### config.mk
export PLATFORM = sky130hd
export DESIGN_NAME = tdq_mul
export DESIGN_NICKNAME = d
export VERILOG_FILES = /design/src/rtl/tdq_mul.sv
export SDC_FILE = /design/constraint.sdc
export NUM_CORES = 2
export LEC_CHECK = 0
export ABC_AREA = 0
export BUFFER_PORTS_ARGS = -buffer_cell sky130_fd_sc_hd__buf_2
export CORE_MARGIN = 2
export CORE_UTILIZATION = 50
export CTS_CLUSTER_DIAMETER = 50
export DETAILED_ROUTE_END_ITERATION = 10
export PLACE_DENSITY = 0.72
export SLEW_MARGIN = 20
export SYNTH_ARGS = -nofsm -noshare
export SYNTH_HDL_FRONTEND = slang
export SYNTH_SLANG_ARGS = --single-unit
### constraint.sdc
create_clock -name clock -period 21.8 [get_ports clock]
set_input_delay 4.36 -clock clock [delete_from_list [all_inputs] [get_ports clock]]
set_output_delay 4.36 -clock clock [all_outputs]
set_load 0.03 [all_outputs]
### src/rtl/tdq_mul.sv
module tdq_mul (
   input  logic               clock,
   input  logic signed [27:0] mul_a,
   input  logic signed [27:0] mul_b,
   output logic signed [55:0] mul_p
);
   logic signed [55:0] p_ff;
   logic signed [55:0] p_in;

   assign p_in  = mul_a * mul_b;
   assign mul_p = p_ff;

   always_ff @(posedge clock) begin
      p_ff <= p_in;
   end
endmodule

# ---- After elaboration in Yosys (flattened, before gate mapping)
# Cells that the tools add are included.
dict set report totals {
  wordCells 2
  mem_bits_ro 0
  mem_count 0
  in_bits 57
  latchBits 0
  ramBits 0
  output_inout_bits 56
  reg_bits 56
}
dict set report classes {
  n_addsub 0
  muxes 0
  n_shift 0
  reduce_logical 0
  div_mod_pow 0
  magnitude_cmp 0
  bitwise 0
  n_eq_ne 0
  multipliers 1
}
# cell count
set ops {}
lappend ops {{28-bit by 28-bit multiplier with 56-bit output} 1}

# ---- Depth between registers and ports, before layout
dict set report logic_depth {
  ltp_word 1
  mapped_depth 28
  depth_no_buf 26
}

# ---- Worst setup path after synthesis
# OpenSTA, ideal clock, no wires.
dict set report synth_timing {
  path_kind {input -> register}
  startpoint {in mul_a[27]}
  endpoint {reg p_ff[52] (netlist: mul_p[52])}
  cell_stages 23
  setup_slack_ns 10.090
  setup_ns 0.072
  t_arrival_ns 11.638
  path_buffers 2
  required_time_ns 21.728
  path_cell_list {clkbuf_1 > clkbuf_1 > and2_1 > fa_1 > inv_1 > fa_1 > inv_1 > fa_1 > fa_1 > inv_1 > fa_1 > inv_1 > fa_1 > fa_1 > ha_1 > ha_1 > and4_1 > nand4_1 > or3b_2 > a22o_1 > o311a_1 > a21oi_1 > xor2_1}
}
dict set report synth_via {
  elab_chain_len 1
}
# element line_no
set synth_rtl {}
lappend synth_rtl {{start, declared} 3} ;# input logic signed [27:0] mul_a,
lappend synth_rtl {{28-bit by 28-bit multiplier with 56-bit output} 10} ;# assign p_in = mul_a * mul_b;
lappend synth_rtl {{net p_in[52]} 8} ;# logic signed [55:0] p_in;
lappend synth_rtl {{end signal, assigned} 14} ;# p_ff <= p_in;
lappend synth_rtl {{end, declared} 7} ;# logic signed [55:0] p_ff;
# The timed path passes the listed nets, and every way through them passes these cells.

# ---- Worst setup path in the final report
dict set report layout_timing {
  startpoint {in mul_b[1]}
  endpoint {reg p_ff[52] (netlist: mul_p[52])}
}
dict set report layout_via {
  elab_chain_len 1
}
# element line_no
set layout_rtl {}
lappend layout_rtl {{start, declared} 4} ;# input logic signed [27:0] mul_b,
lappend layout_rtl {{28-bit by 28-bit multiplier with 56-bit output} 10}
lappend layout_rtl {{net p_in[52]} 8}
# The timed path passes the listed nets, and every way through them passes these cells.

==> out/results.tsv <==
metric	value	unit
register area	0.00112	mm^2
mapped cell area	0.0295	mm^2
root buf cell	clkbuf_16	
syn_area_per_cell	9.47	um^2
Routed WL	74300	um
worst hold path depth	2	
RD Place Congestion	0.893	
Distinct cells, synth	52	
fin nets	4142	
critical path type	input port to register	
filler instances	5345	
Syn Nets	4181	
most common cell after layout, fill and taps aside	fa_1	
sequential share of the synthesized area	0.0380	
RSZ-0062 raised after global routing	no	
CP delay by family, top	adder cells	
commonest cells after routing, fill and taps aside	823 x fa_1, 801 x inv_1, 400 x and2_1	
hold_buf cts	0	
Critical Path RT	22.08	ns
Crit path buffers/inverters	6	
critical path launch point	mul_b[1]	
Setup Viol. Count Final	0	
total track usage	0.263	
clk buf depth	2	
register bit total from synthesis	56	
Crit. End Element	register	
ANT nets after route	0	
row cnt	89	
max reg flops	56	
worst-path fanout max	28	
Async S/R FF share, synth	0	
CTS tree	yes	
combined area of the multi-input logic cells	0.0248	mm^2
Die Ht	247	um
max-cap viol count	0	
Final TNS setup	0	ns
CP endpoint	mul_p[52]$_DFF_P_	
Initial Util	0.503	
global-route wire length before repair	122000	um
critical path's slowest cell	fa_1	
Via density	5.26	
drt drc	0	
via count	20200	
grt ovf	0	
ys flop type	dfxtp_1	
Routed WL per cell	19.3	um
worst path cell trace	buf_2 -> nand2_1 -> inv_1 -> fa_1 -> inv_1 -> fa_1 -> inv_1 -> fa_1 -> fa_1 -> inv_1 -> fa_1 -> inv_1 -> fa_1 -> fa_1 -> ha_1 -> ha_1 -> and4_1 -> nand4_1 -> or3b_2 -> a22o_1 -> o311a_1 -> a21oi_1 -> xor2_1	
Final Hold Vio Count	0	
number of global-route vias before repair	23000	
Area Growth Syn to Fin	3.88	%
yosys warns	0	
cell taking the most area after synthesis	fa_1	
post-detail-place hpwl	56600	um
initial antenna violation count	2	
Core Area	0.0587	mm^2
Worst path max stage delay	0.93	ns
io pins	113	
final slew viol count	0	
Die Span X	247	um
Port Buffers	112	
Startpoint Class	input port	
PostCTS Resize Cnt	0	
post-route minimum period	12.32	ns
status	completed	
Rel. slew slack	0.325	
register clock-pin slew on the reported worst setup and hold paths	0.08	ns
Post-synth EDFFs	0	
Die Area	0.0610	mm^2
DRT iter0 DRCs	1067	
H-tree depth	2	
Post-Synthesis Cells	3116	
TritonCTS Buffers	5	
final worst path period share	0.565	
ratio of cells with drive above 1 in the final layout	0.0429	
Crit path depth	23	
Clock Sinks	56	
pin count of the biggest net entering global routing	30	
Post-CTS Setup Bufs	0	
HP Class	input port to register	
most used cell, CP	fa_1	
Synth area leaders	fa_1 56%, inv_1 10%, and2_1 8.5%	
worst-margin pin slew	0.999	ns
total iterations of the first detailed-routing run	5	
top cell type's share of synthesized area	0.558	
fmax	0.0812	GHz
Worst Path Arrival	12.60	ns
-- per-layer routing --
| layer | part of all wire | up-vias | routed length [um] | global-route usage |
|---|---|---|---|---|
| met2 | 0.53 | 665 | 39700 | 0.488 |
| met3 | 0.054 | 207 | 3990 | 0.0301 |
| met5 | 0 | - | 0 | 0 |
| li1 | - | 8760 | - | - |
| met4 | 0.041 | 0 | 3070 | 0.100 |
| met1 | 0.37 | 10600 | 27500 | 0.310 |
-- cells in the mapped netlist (2+ instances only) --
| library cell | number |
|---|---|
| and2_1 | 400 |
| o21bai_1 | 3 |
| ha_1 | 185 |
| a21boi_0 | 2 |
| o32ai_1 | 2 |
| nor3_1 | 6 |
| o21ai_0 | 19 |
| o21ai_1 | 2 |
| nand2_1 | 383 |
| a211o_1 | 4 |
| clkbuf_1 | 164 |
| and3_1 | 5 |
| o311a_1 | 2 |
| a311oi_1 | 2 |
| nand3_1 | 8 |
| nand4_1 | 3 |
| o22ai_1 | 2 |
| a31oi_1 | 3 |
| xor2_1 | 20 |
| nand2b_1 | 13 |
| o31ai_1 | 2 |
| o211ai_1 | 10 |
| a2111oi_0 | 2 |
| a211oi_1 | 5 |
| dfxtp_1 | 56 |
| xnor2_1 | 40 |
| a21o_1 | 19 |
| nor2b_1 | 29 |
| a21oi_1 | 44 |
| and4_1 | 3 |
| inv_1 | 801 |
| or3_1 | 3 |
| fa_1 | 823 |
| o21a_1 | 8 |
| nor2_1 | 26 |
-- area by class of cell --
class / instances / area share
inverter: 801 / 0.0981
tap: 773 / 0.0315
timing repair buffer: 118 / 0.0198
clock buffer: 5 / 0.00408
antenna: 1 / 0.0000816
sequential: 56 / 0.0366
clock inverter: 2 / 0.00196
multi-input combinational: 2095 / 0.808
-- kinds of logic after synthesis --
family | count (synthesis) | synth area share
DFF | 56 | 0.0380
xor gates and xnor gates | 60 | 0.0178
AOI/OAI and AO/OA | 142 | 0.0317
and+or+nand+nor | 884 | 0.153
muxes | 1 | 0.000382
buffers and inverters | 965 | 0.123
adders and majority gates | 1008 | 0.637
-- how the worst min path moves through the flow --
stage / start / slack (ns) / endpoint
5_1_grt: mul_b[0] / 4.62 / mul_p[0]$_DFF_P_
2_1_floorplan: mul_a[0] / 4.49 / mul_p[0]$_DFF_P_
3_5_place_dp: mul_p[12]$_DFF_P_ / 4.79 / mul_p[12]
3_3_place_gp: mul_p[28]$_DFF_P_ / 4.79 / mul_p[28]
4_1_cts: mul_b[0] / 4.60 / mul_p[0]$_DFF_P_
6_report: mul_b[0] / 4.60 / mul_p[0]$_DFF_P_
-- through the flow --
step | utilization | setup WS [ns] | instances | hold WS (ns) | cell area [um^2]
6_report | 0.522 | 9.48 | 3851 | 4.60 | 30700
5_1_grt | 0.522 | 9.03 | 3850 | 4.62 | 30700
4_1_cts | 0.522 | 9.55 | 3850 | 4.60 | 30700
3_5_place_dp | 0.519 | 9.18 | 3843 | 4.79 | 30500
3_3_place_gp | 0.519 | 9.34 | 3843 | 4.79 | 30500
2_1_floorplan | - | 10.09 | 3116 | 4.49 | 29500
Power is left out: the tool's default activity adds up to more than one toggle a clock period on the data nets, which glitch-free logic cannot reach.
