--- src/rtl/tdq_pkg.sv ---
package tdq_pkg;

   localparam int FRAC_BITS = 15;

   // event kinds carried on req_tuser
   localparam logic [1:0] EV_PRESS   = 2'd0;
   localparam logic [1:0] EV_MOVE    = 2'd1;
   localparam logic [1:0] EV_RELEASE = 2'd2;

   // csr register indexes
   localparam logic REG_RADIUS = 1'b0;
   localparam logic REG_THRESH = 1'b1;

   localparam logic [15:0] RADIUS_RESET = 16'd256;
   localparam logic [15:0] THRESH_RESET = 16'd66;

   typedef struct packed {
      logic        start;
      logic [47:0] num;
      logic [31:0] den;
   } div_req_type;

   typedef struct packed {
      logic        start;
      logic [63:0] radicand;
   } sqrt_req_type;

   // clamp to the Q1.15 range
   function automatic logic signed [15:0] sat_q(input logic signed [55:0] v);
      logic signed [15:0] r;
      if (v < -56'sd32768) begin
         r = 16'sh8000;
      end else if (v > 56'sd32767) begin
         r = 16'sh7fff;
      end else begin
         r = v[15:0];
      end
      return r;
   endfunction

   // divide by 2^15, rounding half away from zero
   function automatic logic signed [55:0] rnd_q(input logic signed [55:0] v);
      logic [55:0] mag;
      logic [55:0] q;
      mag = v[55] ? 56'(-v) : 56'(v);
      q   = (mag + 56'd16384) >> FRAC_BITS;
      return v[55] ? -$signed(q) : $signed(q);
   endfunction

endpackage

--- src/rtl/tdq_div.sv ---
module tdq_div (
   input  logic                 clock,
   input  logic                 reset,
   input  tdq_pkg::div_req_type div_req,
   output logic                 div_done,
   output logic [17:0]          div_quo
);
   import tdq_pkg::*;

   logic        busy_ff, busy_in;
   logic        done_ff, done_in;
   logic [4:0]  cnt_ff, cnt_in;
   logic [31:0] rem_ff, rem_in;
   logic [17:0] nlo_ff, nlo_in;
   logic [31:0] den_ff, den_in;
   logic [17:0] quo_ff, quo_in;
   logic [32:0] trial;

   // quotient is known to stay below 2^18, so the top bits preload the remainder
   assign trial = {rem_ff, nlo_ff[17]};

   always_comb begin
      busy_in = busy_ff;
      done_in = 1'b0;
      cnt_in  = cnt_ff;
      rem_in  = rem_ff;
      nlo_in  = nlo_ff;
      den_in  = den_ff;
      quo_in  = quo_ff;
      if (div_req.start) begin
         busy_in = 1'b1;
         cnt_in  = 5'd17;
         rem_in  = {2'd0, div_req.num[47:18]};
         nlo_in  = div_req.num[17:0];
         den_in  = div_req.den;
      end else if (busy_ff) begin
         nlo_in = {nlo_ff[16:0], 1'b0};
         if (trial >= {1'b0, den_ff}) begin
            rem_in = 32'(trial - {1'b0, den_ff});
            quo_in = {quo_ff[16:0], 1'b1};
         end else begin
            rem_in = trial[31:0];
            quo_in = {quo_ff[16:0], 1'b0};
         end
         cnt_in = cnt_ff - 5'd1;
         if (cnt_ff == 5'd0) begin
            busy_in = 1'b0;
            done_in = 1'b1;
         end
      end
   end

   always_ff @(posedge clock) begin
      if (reset) begin
         busy_ff <= 1'b0;
         done_ff <= 1'b0;
         cnt_ff  <= 5'd0;
      end else begin
         busy_ff <= busy_in;
         done_ff <= done_in;
         cnt_ff  <= cnt_in;
      end
   end

   always_ff @(posedge clock) begin
      rem_ff <= rem_in;
      nlo_ff <= nlo_in;
      den_ff <= den_in;
      quo_ff <= quo_in;
   end

   assign div_done = done_ff;
   assign div_quo  = quo_ff;
endmodule

--- config.mk ---
export PLATFORM = sky130hd
export DESIGN_NAME = tdq_div
export DESIGN_NICKNAME = d
export VERILOG_FILES = /design/src/rtl/tdq_pkg.sv /design/src/rtl/tdq_div.sv
export SDC_FILE = /design/constraint.sdc
export NUM_CORES = 1
export LEC_CHECK = 0
export ABC_AREA = 1
export BUFFER_PORTS_ARGS = -buffer_cell sky130_fd_sc_hd__buf_2
export CAP_MARGIN = 20
export CORE_ASPECT_RATIO = 1.5
export CORE_UTILIZATION = 58
export DETAILED_ROUTE_END_ITERATION = 16
export PLACE_DENSITY = 0.85
export SETUP_SLACK_MARGIN = 0.05
export SYNTH_ARGS = -nofsm -noshare
export SYNTH_HDL_FRONTEND = slang
export SYNTH_SLANG_ARGS = --single-unit
export TNS_END_PERCENT = 1
--- constraint.sdc ---
create_clock -name clock -period 2.9 [get_ports clock]
set_clock_uncertainty 0.1 [all_clocks]
set_input_delay 0.58 -clock clock [delete_from_list [all_inputs] [get_ports clock]]
set_output_delay 0.58 -clock clock [all_outputs]
set_load 0.03 [all_outputs]
Word level (Yosys, flattened, before mapping)
Index checks and enable logic that the tools add are counted.

operators by class
  bitwise operators = 2
  add/sub/neg operators = 2
  reductions and logical operators = 5
  $lt $le $gt $ge = 1
  muxes and demuxes = 12

operators with widths
  kind                 number
  $mux 30              2
  $mux 18              2
  $ge 33x32->1         1
  $mux 32              1
  $sub 32x32->32       1
  $mux 5               2
  $logic_not 5->1      1
  $mux 1               5
  $sub 5x1->5 const B  1
  $reduce_or 3->1      1
  $not 1->1            2
  $reduce_and 2->1     1
  $reduce_bool 2->1    1
  $reduce_or 2->1      1

word-level totals
  bits of input ports = 83
  output and inout port bits = 19
  bits in registers = 107
  logic and storage cells = 31

Depth between registers and ports, before layout
  word-level depth = 4
  depth in mapped cells = 16
  mapped depth without buffers = 16

Worst setup path after synthesis
OpenSTA, ideal clock, no wires.

  path type = input-to-reg
  start point = input port div_req[80] in the netlist's numbering
  end point = register nlo_ff[0], enable pin
  setup time = 403 ps
  setup slack = 530 ps
  data arrival time = 1,867 ps
  required time = 2,397 ps
  buffers on the path = 1
  stages on the path = 3
  path through = clkbuf_1 nor2_1 inv_1

between the ends
  longest elaborated chain between the ends = 1

RTL lines
  element                      line           RTL
  start, declared              tdq_div.sv:4   input tdq_pkg::div_req_type div_req,
  $reduce_bool 2->1 (no line)  --
  end signal, assigned         tdq_div.sv:67  nlo_ff <= nlo_in;
  end, declared                tdq_div.sv:14  logic [17:0] nlo_ff, nlo_in;

Every way passes these cells.
A chain may end at the register's enable or synchronous reset.

Worst setup path in the final report
  start point = register rem_ff[25]
  end point = register rem_ff[9] (data pin)

between the ends
  longest elaborated chain between the ends = 4

RTL lines
  element                 line           RTL
  start, declared         tdq_div.sv:13  logic [31:0] rem_ff, rem_in;
  start signal, assigned  tdq_div.sv:66  rem_ff <= rem_in;
  $ge 33x32->1            tdq_div.sv:38  if (trial >= {1'b0, den_ff}) begin
  $mux 32                 tdq_div.sv:38
  $mux 30                 tdq_div.sv:36  end else if (busy_ff) begin
  $mux 30                 tdq_div.sv:30  if (div_req.start) begin
  named net rem_in[9]     tdq_div.sv:13

The timed path passes the listed nets, and every way through them passes these cells. The select of a mux whose other input is x is not followed.

==> results.md <==
* R2R Path End: rem_ff[9]$_DFFE_PP_
* DR iter-0 viols at around 390
* Number of diodes at 0
* Metal2 WL at a little under 9000 um
* Pwr Density at 661 nW/um^2
* Period utilization at 0.892
* First-pass GRT wire length at 27100 um
* Net switching power at 0.00205 W
* Crit path cell chain: ha_1 > nand2_1 > nand2_1 > inv_1 > nor2_1 > nor2_1 > o21ai_1 > a21oi_2 > buf_4 > nand3_1 > nand3_1 > nand2_1
* Max-slew headroom at 0.686
* Max incr delay on CP at 0.41 ns
* Number of global-route vias before repair at 6095
* Max cap viols at 0
* Via/cell ratio at 5.02
* Hold Fails Final Rpt at 0
* Detail Route Antenna Nets at 0
* Post-Syn Area at 7040 um^2
* Final hold slack at 0.297 ns
* Netlist cell types at 36
* Clk sink count at 107
* Startpoint types: flop
* Hold Path Depth at 1
* Fin nets at 1185
* Worst EP required at just under 3 ns
* Initial antenna violation count at 0
* Post-CTS sizing at 0
* Worst hold path class: in2reg
* Overall Global Routing Usage at 0.274
* Number of synthesized flops with an enable pin at 98
* Main synth FF type: edfxtp_1
* Outcome: completed
* Number of post-CTS setup repair buffers at 0
* Yosys top cell by area: edfxtp_1
* Met3 WL at 651 um
* Tmin final at 2.59 ns
* Crit Path Category: reg2reg
* R2r startpoint: rem_ff[25]$_DFFE_PP_
* F_max at 0.387 GHz
* IO Port Bufs at 101
* Final Max Tran Viols at 0
* Worst Setup EP: rem_ff[9]$_DFFE_PP_
* CTS HTree Levels at 3
* Yosys warns at 0
* Placer congestion estimate at 0.978
* Worst slew pin tran at 0.470 ns
* Max Buffers Root-to-Sink at 2
* Syn Nets at 1085
* Drt total wl at 16400 um
* Routed len/inst at 13.4 um
* CTS buffer count at 9
* Worst-path cell with the longest stage delay: buf_4
* Async S/R FF share, synth at 0
* Crit. Startpoint: rem_ff[25]$_DFFE_PP_
* First-pass DRT Iterations at 5
* Worst-case reg-to-reg path depth at 12
* Drc violations at 0
* Site Rows at 48
* Flop pwr share at 0.376
* Critical Path AT at 2.59 ns
* Avg Cell Area, Syn at between 7 and 8 um^2
* DR top layer: met4
* Final setup violation count at 0
* Logic pwr share at 0.396
* FF-to-FF setup slack at around 0.31 ns
* Die Footprint at 12600 um^2
* Layout cell share with drive strength beyond 1 at 0.131
* Initial Util at 0.604
* CTS tree: done
* Horiz. Die Dim at roughly 92 um
* Lkg Pwr at 4.38 nW
* Setup_tns at 0 ns
* Top cell type's share of synthesized area at 0.418
* Switching Share at 0.387
* Top post-synthesis cells by area: edfxtp_1 (42%), nand2_1 (21%), inv_1 (10%), nand3_1 (6.7%), ha_1 (6.0%)
* CTS Hold Bufs at 0
* Cell Area, Placed at around 7700 um^2
* Area growth from synthesis to layout at 13.9%
* Grt ovf at 0
* Clock latency on the worst-skew pair at 0.35 ns
* Die Y at 137 um
* Maximum vdd drop at 0.373 mV
* Clock share of power at 0.228
* I/O pin cnt at 102
* Clk root buf: clkbuf_16
* Vias at 6129
* Mapped Cells at 967
* CP dominant cell by count: nand2_1
* Pin count of the biggest net entering global routing at 44
* Worst setup EP type: flop
* DP Wirelength at 12500 um
* Final instance area at 8010 um^2
* Clock slew seen by the registers of the worst setup and hold paths at 0.08 ns
* Power Internal at 0.00325 W
* RSZ-0062 raised after global routing: no
* Synth Register Bits at ~110
* CORE AREA at 11700 um^2
* Critical Path Fanout Max at 32
* DRT met1 WL at 6600 um
* Register area share after synthesis at 0.444
cells in the mapped netlist, types with 2 or more instances:
cell type and n:
nand2_1 393, inv_1 194, edfxtp_1 98, nand3_1 94, nor2_1 46, ha_1 34
a21oi_1 21, xnor2_1 14, buf_2 9, dfxtp_1 9, clkbuf_1 8, nor3_1 6
and2_1 5, nand2_2 4, buf_6 3, and3_1 2, inv_2 2, nand2_4 2
nand3b_1 2, nand4_1 2, nor2_2 2, o21ai_0 2, xor2_1 2
cells by family (layout without fill, tap and decap cells):
family          Yosys count  after routing  share of synthesized area
buf+inv                 216            321                      0.120
fa+ha+maj                35             35                     0.0633
flops                   107            107                      0.444
xor+xnor                 16             16                     0.0199
compound gates           30             30                     0.0235
simple gates            563            563                      0.329
layout by cell type, fill, tap and decap left out, types with 14 or more instances in the layout:
| cell | count |
|---|---|
| nor2_1 | 46 |
| a21oi_1 | 21 |
| edfxtp_1 | 98 |
| ha_1 | 34 |
| xnor2_1 | 14 |
| inv_1 | 193 |
| nand2_1 | 393 |
| buf_2 | 101 |
| nand3_1 | 94 |
sequential cells by signal, indices dropped and copies added, names as in the netlist:
register / cells
den_ff: 32
div_quo: 18
rem_ff: 32
div_done: 1
cnt_ff: 5
nlo_ff: 18
busy_ff: 1
worst min path at each step:
| stage | endpoint | slack (ns) | start |
|---|---|---|---|
| 2_1_floorplan | rem_ff[31]$_SDFFE_PP0P_ | 0.34 | rem_ff[31]$_SDFFE_PP0P_ |
| 3_3_place_gp | div_quo[5]$_DFFE_PP_ | 0.32 | div_quo[4]$_DFFE_PP_ |
| 3_5_place_dp | div_quo[7]$_DFFE_PP_ | 0.33 | div_quo[6]$_DFFE_PP_ |
| 4_1_cts | den_ff[7]$_DFFE_PP_ | 0.30 | div_req[7] |
| 5_1_grt | den_ff[6]$_DFFE_PP_ | 0.29 | div_req[6] |
| 6_report | den_ff[6]$_DFFE_PP_ | 0.30 | div_req[6] |
metal layers:
layer / vias up / global-route usage
li1: 3184 / -
met4: 0 / 0.121
met5: - / 0
met2: 165 / 0.517
met1: 2745 / 0.302
met3: 35 / 0.0417
power by group through the flow:
stage	clock network (W)	registers, W	logic [W]
final	0.00121	0.00199	0.00210
after global routing	0.00126	0.00202	0.00239
after CTS	0.00122	0.00199	0.00208
after detailed placement	0	0.00203	0.00206
after global placement	0	0.00202	0.00202
after floorplan	0	0.00202	0.00158
stage by stage:
stage               power, W  setup WS [ns]   util  std cells
finish               0.00530          0.314  0.688       1222
global route         0.00567          0.140  0.688       1222
CTS                  0.00529          0.275  0.687       1222
detailed placement   0.00408          0.293  0.661       1206
global placement     0.00403          0.363  0.661       1206
floorplan            0.00360          0.530      -        967
critical path, delay by kind of cell (launching register included):
family                     cells  cell delay [ns]
and+or+nand+nor                7             0.63
buffers and inverters          2             0.49
DFF                            1             0.40
adders and majority gates      1             0.37
AOI/OAI and AO/OA              2             0.33
layout make-up:
cell class | count | area (um^2)
Tap cell | 150 | 188
Multi-Input combinational cell | 644 | 3080
Sequential cell | 107 | 3120
Inverter | 196 | 736
Clock inverter | 7 | 71.3
Timing Repair Buffer | 109 | 591
Clock buffer | 9 | 225
Fill cell | 1026 | 3640
No activity file was read; power rests on OpenSTA's default activity.
