<file path="src/rtl/tdq_pkg.sv">
package tdq_pkg;

   localparam int FRAC_BITS = 15;

   // event kinds carried on req_tuser
   localparam logic [1:0] EV_PRESS   = 2'd0;
   localparam logic [1:0] EV_MOVE    = 2'd1;
   localparam logic [1:0] EV_RELEASE = 2'd2;

   // csr register indexes
   localparam logic REG_RADIUS = 1'b0;
   localparam logic REG_THRESH = 1'b1;

   localparam logic [15:0] RADIUS_RESET = 16'd256;
   localparam logic [15:0] THRESH_RESET = 16'd66;

   typedef struct packed {
      logic        start;
      logic [47:0] num;
      logic [31:0] den;
   } div_req_type;

   typedef struct packed {
      logic        start;
      logic [63:0] radicand;
   } sqrt_req_type;

   // clamp to the Q1.15 range
   function automatic logic signed [15:0] sat_q(input logic signed [55:0] v);
      logic signed [15:0] r;
      if (v < -56'sd32768) begin
         r = 16'sh8000;
      end else if (v > 56'sd32767) begin
         r = 16'sh7fff;
      end else begin
         r = v[15:0];
      end
      return r;
   endfunction

   // divide by 2^15, rounding half away from zero
   function automatic logic signed [55:0] rnd_q(input logic signed [55:0] v);
      logic [55:0] mag;
      logic [55:0] q;
      mag = v[55] ? 56'(-v) : 56'(v);
      q   = (mag + 56'd16384) >> FRAC_BITS;
      return v[55] ? -$signed(q) : $signed(q);
   endfunction

endpackage

</file>
<file path="src/rtl/tdq_sqrt.sv">
module tdq_sqrt (
   input  logic                  clock,
   input  logic                  reset,
   input  tdq_pkg::sqrt_req_type sq_req,
   output logic                  sq_done,
   output logic [31:0]           sq_root
);
   import tdq_pkg::*;

   logic        busy_ff, busy_in;
   logic        done_ff, done_in;
   logic [4:0]  cnt_ff, cnt_in;
   logic [63:0] v_ff, v_in;
   logic [63:0] res_ff, res_in;
   logic [63:0] bit_ff, bit_in;
   logic [63:0] trial;

   assign trial = res_ff + bit_ff;

   always_comb begin
      busy_in = busy_ff;
      done_in = 1'b0;
      cnt_in  = cnt_ff;
      v_in    = v_ff;
      res_in  = res_ff;
      bit_in  = bit_ff;
      if (sq_req.start) begin
         busy_in = 1'b1;
         cnt_in  = 5'd31;
         v_in    = sq_req.radicand;
         res_in  = 64'd0;
         bit_in  = 64'd1 << 62;
      end else if (busy_ff) begin
         // one result bit per cycle
         if (v_ff >= trial) begin
            v_in   = v_ff - trial;
            res_in = (res_ff >> 1) + bit_ff;
         end else begin
            res_in = res_ff >> 1;
         end
         bit_in = bit_ff >> 2;
         cnt_in = cnt_ff - 5'd1;
         if (cnt_ff == 5'd0) begin
            busy_in = 1'b0;
            done_in = 1'b1;
         end
      end
   end

   always_ff @(posedge clock) begin
      if (reset) begin
         busy_ff <= 1'b0;
         done_ff <= 1'b0;
         cnt_ff  <= 5'd0;
      end else begin
         busy_ff <= busy_in;
         done_ff <= done_in;
         cnt_ff  <= cnt_in;
      end
   end

   always_ff @(posedge clock) begin
      v_ff   <= v_in;
      res_ff <= res_in;
      bit_ff <= bit_in;
   end

   assign sq_done = done_ff;
   assign sq_root = res_ff[31:0];
endmodule

</file>
<file path="config.mk">
export PLATFORM = sky130hd
export DESIGN_NAME = tdq_sqrt
export DESIGN_NICKNAME = d
export VERILOG_FILES = /design/src/rtl/tdq_pkg.sv /design/src/rtl/tdq_sqrt.sv
export SDC_FILE = /design/constraint.sdc
export NUM_CORES = 1
export LEC_CHECK = 0
export ABC_AREA = 1
export ABC_CLOCK_PERIOD_IN_PS = 7700
export BUFFER_PORTS_ARGS = -buffer_cell sky130_fd_sc_hd__buf_4
export CORE_UTILIZATION = 34
export DETAILED_ROUTE_END_ITERATION = 7
export HOLD_SLACK_MARGIN = 0.05
export PLACE_DENSITY = 0.47
export SETUP_SLACK_MARGIN = 0.15
export SYNTH_ARGS = -nofsm -noshare
export SYNTH_HDL_FRONTEND = slang
export SYNTH_SLANG_ARGS = --single-unit
</file>
<file path="constraint.sdc">
create_clock -name clock -period 7.7 [get_ports clock]
set_input_delay 0.385 -clock clock [delete_from_list [all_inputs] [get_ports clock]]
set_output_delay 0.385 -clock clock [all_outputs]
set_load 0.005 [all_outputs]
</file>
---- Yosys cells after proc, flatten, opt, wreduce, memory -nomap -nowiden ----
Index checks and enable logic that the tools add are counted.
operators by class
  order comparisons ....................... 1
  mux-type cells .......................... 10
  add/subtract/negate cells ............... 4
  reduce and logical (&&, ||, !) cells .... 5
  bitwise logic cells ..................... 1
operators with widths
  operator                                                            count
  64-bit two-way mux                                                  4
  63-bit by 63-bit adder with 64-bit output                           1
  64-bit by 63-bit adder with 64-bit output                           1
  64-bit greater-or-equal comparator                                  1
  64-bit subtractor                                                   1
  5-bit two-way mux                                                   2
  5-bit zero test                                                     1
  5-bit by 1-bit subtractor with 5-bit output, second input constant  1
  1-bit two-way mux                                                   4
  2-bit nonzero test                                                  2
  3-bit OR reduction                                                  1
  2-bit AND reduction                                                 1
  1-bit inverter                                                      1
word-level totals
  register bits after elaboration ......... 167
  bits of input ports ..................... 67

---- Longest topological paths before layout ----
Gate-level depths: netlist (run 1).
  depth after elaboration ................. 5
  gate-level depth with buffers ........... 32
  mapped depth without buffers ............ 30

---- Worst setup path after synthesis (run 1) ----
OpenSTA, ideal clock, no wires.
  path kind ............................... reg-to-reg
  start ................................... register res_ff[12]
  end ..................................... register v_ff[0] (enable)
  arrival time ............................ 6.592 ns
  stages on the path, launching flop included .. 20
  required time ........................... 7.176 ns
  slack ................................... 0.584 ns
  clock period less this slack ............ 7.116 ns
  cell sequence ........................... dfxtp_1 > ha_1 > nand2_1 > nor2_1 > nand4_1 > o21ai_0 > a21o_1 > nand2_1 > nand2_1 > nand3_1 > nand3_1 > nand2_1 > ha_1 > nand2_1 > nor3_1 > nand2_1 > nor2_1 > a21oi_4 > clkbuf_1 > a31oi_1
between the ends
  longest elaborated chain between the ends .. 4
RTL lines
  element                                    RTL line        source
  start, declared                            tdq_sqrt.sv:14  logic [63:0] res_ff, res_in;
  start signal, assigned                     tdq_sqrt.sv:64  res_ff <= res_in;
  64-bit by 63-bit adder with 64-bit output  tdq_sqrt.sv:18  assign trial = res_ff + bit_ff;
  64-bit greater-or-equal comparator         tdq_sqrt.sv:35  if (v_ff >= trial) begin
  2-bit nonzero test (no line)               n/a
  2-bit AND reduction (no line)              n/a
  end signal, assigned                       tdq_sqrt.sv:63  v_ff <= v_in;
  end, declared                              tdq_sqrt.sv:13  logic [63:0] v_ff, v_in;
Every way passes these cells.
A chain may end at the register's enable or synchronous reset.

---- Final worst setup path (run 1) ----
  start ................................... register res_ff[12]
  end ..................................... register v_ff[53] (enable)
The elaborated chain is that of the path after synthesis.

==> flow_summary.yaml, run 1 <==
die:
  core_area_sq_um: 56700
  die_x_um: 242
  initial_core_util: 0.346
  fp.dieH_um: 242
  rows: 87
  io_pins: 100
  die_area_sq_um: 58700
grt:
  grt-ovfl-total: 0
  grt_pass1_vias: 21809
  grt_pass1_wl_um: 131000
  grt_usage: 0.296
  grt_max_degree: 78
  antenna_found_initial: 0
logic_synthesis:
  yosysMostFrequentCell: "nand2_1"
  syn_area_per_cell_sq_um: 5.70
  synth_nets: 3642
  synth-main-ff-cell: "dfxtp_1"
  ys_seq_area_frac: 0.203
  synth_top_area_frac: 0.214
  synth_seq_cells: 167
  synth_cell_types: 48
  synth_area_sq_um: 19600
  synthTopCellsByCount: "1,119 x nand2_1, 536 x inv_1, 378 x nor2_1, 329 x nand3_1, 169 x a21oi_1"
  yosysTopAreaCell: "nand2_1"
  synthCells: 3442
  synth-edff-count: 64
  async_reset_ff_frac: 0
  yosysWarningCount: 0
  synth_area_leaders: "nand2_1 21%, dfxtp_1 11%, inv_1 10%"
power:
  pwr-share-clk: 0.148
  netSwitchingFraction: 0.538
  ir_drop_v: 0.000185
  powerDensity_nw_per_um2: 308
  p_switching_uw: 3570
  p_leak_uw: 0.00966
  seq_power_share: 0.223
  p_int_uw: 3060
  power_uw: 6630
  p_comb_frac: 0.629
timing:
  worst_pin_slew_ns: 1.06
  hold_ws_ns: 0.0909
  rsz0062_at_grt: "no"
  maxSlewViolCount: 0
  setup-tns-final_ns: 0
  finalHoldViolations: 0
  max_freq_mhz: 161
  setup_viol: 0
  fin_worst_skew_ns: 0.0198
  max-slew-margin-rel: 0.291
  fin_crit_ns: 6.21
  fin_ws_ns: 1.49
  fin_crit_sh: 0.806
clock_network:
  cts_buffers: 17
  tritoncts: "done"
  cts.sinks: 167
  hold_buffers: 0
  cts_resized: 0
  clk_path_buf_depth: 2
  clock_latency_ns: 0.51
  cts_root_buf: "clkbuf_16"
  cts.htree.levels: 4
  clk_pin_slew_ns: 0.09
  cts_setup_buffers: 0
cells_and_area:
  nFillCells: 6406
  syn_to_final_growth_pct: 9.75
  seq_area_sq_um: 3980
  fin_nets: 3687
  design_area_sq_um: 21500
  multi_input_area_sq_um: 13100
  drive_gt1_frac: 0.0574
  diodes: 0
routing:
  drtAntennaViolNets: 0
  vias: 22154
  drt_iter0_markers: 1523
  vias_per_cell: 5.21
  wirelength_um: 87400
  firstDrtPassIters: 6
  routedWlPerCell_um: 20.5
  drc: 0
setup_path:
  cp_top_family: "simple AND/OR/NAND/NOR gates"
  critPathMostFrequentCell: "nand2_1"
  r2r_cells: 19
  endpoint: "v_ff[53]$_DFFE_PP_"
  crit_path_top_delay_cell: "a31oi_4"
  path_cells: "ha_1 > nand2_1 > nor2_1 > nand4_1 > o21ai_0 > a21o_1 > nand2_1 > nand2_1 > xor2_1 > ha_1 > nand2_1 > nor2_2 > nand2_1 > nor2_2 > nand4_1 > nand3_2 > nand2_4 > a31oi_4 > buf_4"
  path_depth: 19
  cp.arrival_ns: 6.39
  start_kind: "register"
  reg2reg_from: "res_ff[12]$_SDFFE_PP0P_"
  crit_start: "res_ff[12]$_SDFFE_PP0P_"
  path_class: "register to register"
  path_buf_inv: 1
  cp_slowest_stage_delay_ns: 0.97
  critPathMaxFanout: 36
  crit_path_end_kind: "register"
  reg2reg_setup_slack_ns: 1.49
  rr_endpoint: "v_ff[53]$_DFFE_PP_"
  cp.required_ns: 7.88
placement:
  place_congestion: 0.987
  io_buffers: 99
  placed_cell_area_sq_um: 20900
  post-dp-hpwl_um: 73200
  dp_slack_ns: 1.54
hold_path:
  worstHoldPathType: "input port to register"
  min-delay-start: "reset"
outcome:
  status: "complete, no violations"
flow_run:
  drv_cap: 0
==> state kept, by name, summed over array words and instances (netlist names) <==
register  cells
res_ff       64
v_ff         64
bit_ff       32
cnt_ff        5
busy_ff       1
sq_done       1
==> power groups by stage <==
stage / Clock [uW] / Combinational [uW] / Sequential (uW)
floorplan: 0 / 2980 / 1390
global placement: 0 / 4120 / 1490
detailed placement: 0 / 4120 / 1490
CTS: 998 / 4140 / 1470
global route: 1020 / 4650 / 1510
finish: 980 / 4170 / 1480
==> layer usage <==
layer	wire [um]	vias to the layer above	track usage
li1	-	11109	-
met3	3720	112	0.0289
met5	0	-	0
met2	41300	622	0.506
met4	2730	0	0.103
met1	39600	10311	0.387
==> logic make-up after synthesis <==
logic type / after synthesis / synth area share
adders and majority gates: 133 / 0.0852
xor gates and xnor gates: 82 / 0.0366
buffers and inverters: 630 / 0.131
and+or+nand+nor: 1967 / 0.415
DFF: 167 / 0.203
AOI/OAI and AO/OA: 463 / 0.130
==> through the flow <==
step	util	instances
after global routing	0.380	4256
after CTS	0.380	4256
after detailed placement	0.369	4224
after global placement	0.369	4224
final	0.380	4256
after floorplan	-	3442
==> layout make-up <==
type                    instances  share of cell area
clock buffers                  17              0.0197
clock inverters                15             0.00929
inverters                     546              0.0951
multi-input cells            2645               0.609
flip-flops and latches        167               0.185
well taps                     756              0.0439
repair buffers                110              0.0383
==> worst reg2reg max path, cell delays in order, from the launching register on <==
cell     delay [ns]
dfxtp_1        0.42
ha_1           0.44
nand2_1        0.11
nor2_1         0.23
nand4_1        0.20
o21ai_0        0.46
a21o_1         0.26
nand2_1        0.07
nand2_1        0.21
xor2_1         0.32
ha_1           0.30
nand2_1        0.12
nor2_2         0.17
nand2_1        0.19
nor2_2         0.17
nand4_1        0.19
nand3_2        0.19
nand2_4        0.35
a31oi_4        0.98
buf_4          0.46
==> placed cells by master (no fill, tap or decap), types with 64 or more instances in the layout <==
| cell type | n |
|---|---|
| dfxtp_1 | 103 |
| nor2_1 | 376 |
| edfxtp_1 | 64 |
| a21oi_1 | 169 |
| inv_1 | 536 |
| buf_4 | 110 |
| o21ai_0 | 166 |
| nand2_1 | 1119 |
| nand3_1 | 329 |
| ha_1 | 132 |
==> worst min-delay path by stage <==
| stage | cells after the start | to |
|---|---|---|
| CTS | 2 | cnt_ff[4]$_SDFFE_PP0P_ |
| floorplan | 2 | cnt_ff[4]$_SDFFE_PP0P_ |
| detailed placement | 2 | cnt_ff[4]$_SDFFE_PP0P_ |
| finish | 2 | cnt_ff[3]$_SDFFE_PP0P_ |
| global placement | 2 | cnt_ff[4]$_SDFFE_PP0P_ |
| global route | 2 | cnt_ff[4]$_SDFFE_PP0P_ |
(Power assumes the default switching activity.)
==> run 2: changes to the inputs <==
ABC_CLOCK_PERIOD_IN_PS = 6100   (was 7700)
clock period = 6.1 ns   (was 7.7 ns; I/O delays follow)
==> flow_summary.yaml, run 2 (synthesized netlist as in run 1, its figures left out) <==
setup_path:
  path_class: "register to register"
  start_kind: "register"
  cp.arrival_ns: 5.64
  crit_path_top_delay_cell: "a31oi_4"
  path_buf_inv: 1
  critPathMaxFanout: 20
  cp_top_family: "simple AND/OR/NAND/NOR gates"
  path_cells: "ha_1 > nand2_1 > o21ai_1 > nor2_1 > nand2_1 > o21ai_0 > o21ai_1 > nand2_1 > nand2_1 > xor2_1 > ha_1 > nand2_1 > nor2_1 > nand2_1 > nor2_2 > nand4_1 > nand3_2 > nand2_4 > a31oi_4 > buf_12"
  critPathMostFrequentCell: "nand2_1"
  cp_slowest_stage_delay_ns: 0.58
  cp.required_ns: 6.30
  crit_path_end_kind: "register"
grt:
  grt_pass1_vias: 21680
  antenna_found_initial: 0
  grt_usage: 0.292
  grt-ovfl-total: 0
  grt_pass1_wl_um: 128000
  grt_max_degree: 74
clock_network:
  clk_pin_slew_ns: 0.08
  hold_buffers: 22
  clock_latency_ns: 0.51
  cts_setup_buffers: 0
  cts_resized: 0
  cts_root_buf: "clkbuf_16"
  cts_buffers: 17
  tritoncts: "done"
  clk_path_buf_depth: 2
  cts.htree.levels: 4
  cts.sinks: 167
hold_path:
  worstHoldPathType: "input port to register"
timing:
  maxSlewViolCount: 0
  fin_worst_skew_ns: 0.0179
  fin_ws_ns: 0.659
  fin_crit_sh: 0.892
  max_freq_mhz: 184
  max-slew-margin-rel: 0.340
  rsz0062_at_grt: "no"
  setup_viol: 0
  setup-tns-final_ns: 0
  hold_ws_ns: 0.0790
  worst_pin_slew_ns: 0.980
  finalHoldViolations: 0
  fin_crit_ns: 5.44
die:
  fp.dieH_um: 242
  rows: 87
  io_pins: 100
  initial_core_util: 0.346
  die_area_sq_um: 58700
  core_area_sq_um: 56700
  die_x_um: 242
routing:
  firstDrtPassIters: 5
  drc: 0
  drt_iter0_markers: 1433
  wirelength_um: 86300
  drtAntennaViolNets: 0
  vias_per_cell: 5.13
  vias: 22048
  routedWlPerCell_um: 20.1
cells_and_area:
  drive_gt1_frac: 0.0613
  mostFrequentLayoutCell: "nand2_1"
  fin_nets: 3725
  reg_top3: "res_ff: 64 flops, v_ff: 64 flops, bit_ff: 32 flops"
  syn_to_final_growth_pct: 11.8
  mostFrequentLayoutCells: "1,119 x nand2_1, 536 x inv_1, 376 x nor2_1"
  diodes: 0
power:
  power_uw: 8420
  ir_drop_v: 0.000239
  powerDensity_nw_per_um2: 383
  p_leak_uw: 0.00985
placement:
  dp_slack_ns: 0.760
  place_congestion: 0.959
  io_buffers: 99
  post-dp-hpwl_um: 72600
outcome:
  status: "complete, no violations"
flow_run:
  drv_cap: 0
-- run 2: routing by layer --
metal	GRT usage	vias up	routed length, um
li1	-	11175	-
met1	0.380	10207	39200
met2	0.491	539	40400
met3	0.0248	127	3170
met4	0.124	0	3540
met5	0	-	0
-- run 2: area by class of cell --
cell class                 count  area (sq um)
fill                        6454         34800
multi-input combinational   2645         13100
sequential                   167          3980
inverter                     546          2050
timing repair buffer         148          1230
tap                          756           946
clock buffer                  17           425
clock inverter                15           205
-- run 2: metrics by stage --
| step | instance area [sq um] | utilization | cells |
|---|---|---|---|
| floorplan | 19600 | - | 3442 |
| CTS | 22000 | 0.387 | 4294 |
| detailed placement | 21100 | 0.372 | 4240 |
| global route | 22000 | 0.387 | 4294 |
| global placement | 21100 | 0.372 | 4240 |
| finish | 22000 | 0.387 | 4294 |
-- run 2: worst register-to-register path, cell delays in order (launching register included) --
cell,delay (ns)
dfxtp_1,0.44
ha_1,0.41
nand2_1,0.10
o21ai_1,0.30
nor2_1,0.09
nand2_1,0.06
o21ai_0,0.13
o21ai_1,0.46
nand2_1,0.14
nand2_1,0.24
xor2_1,0.14
ha_1,0.37
nand2_1,0.09
nor2_1,0.26
nand2_1,0.23
nor2_2,0.19
nand4_1,0.27
nand3_2,0.20
nand2_4,0.16
a31oi_4,0.58
buf_12,0.27
-- run 2: final timing paths --
check	to	slack, ns	cells past startpoint	from
min reg2reg	cnt_ff[4]$_SDFFE_PP0P_	0.48	2	cnt_ff[4]$_SDFFE_PP0P_
max reg2reg	v_ff[22]$_DFFE_PP_	0.66	20	res_ff[10]$_SDFFE_PP0P_
max	v_ff[22]$_DFFE_PP_	0.66	20	res_ff[10]$_SDFFE_PP0P_
min	v_ff[52]$_DFFE_PP_	0.08	3	sq_req[52]
-- run 2: power breakdown --
part	total, uW	internal (uW)	switching (uW)
clock network	1240	628	607
registers	1840	1550	290
logic	5340	1790	3550
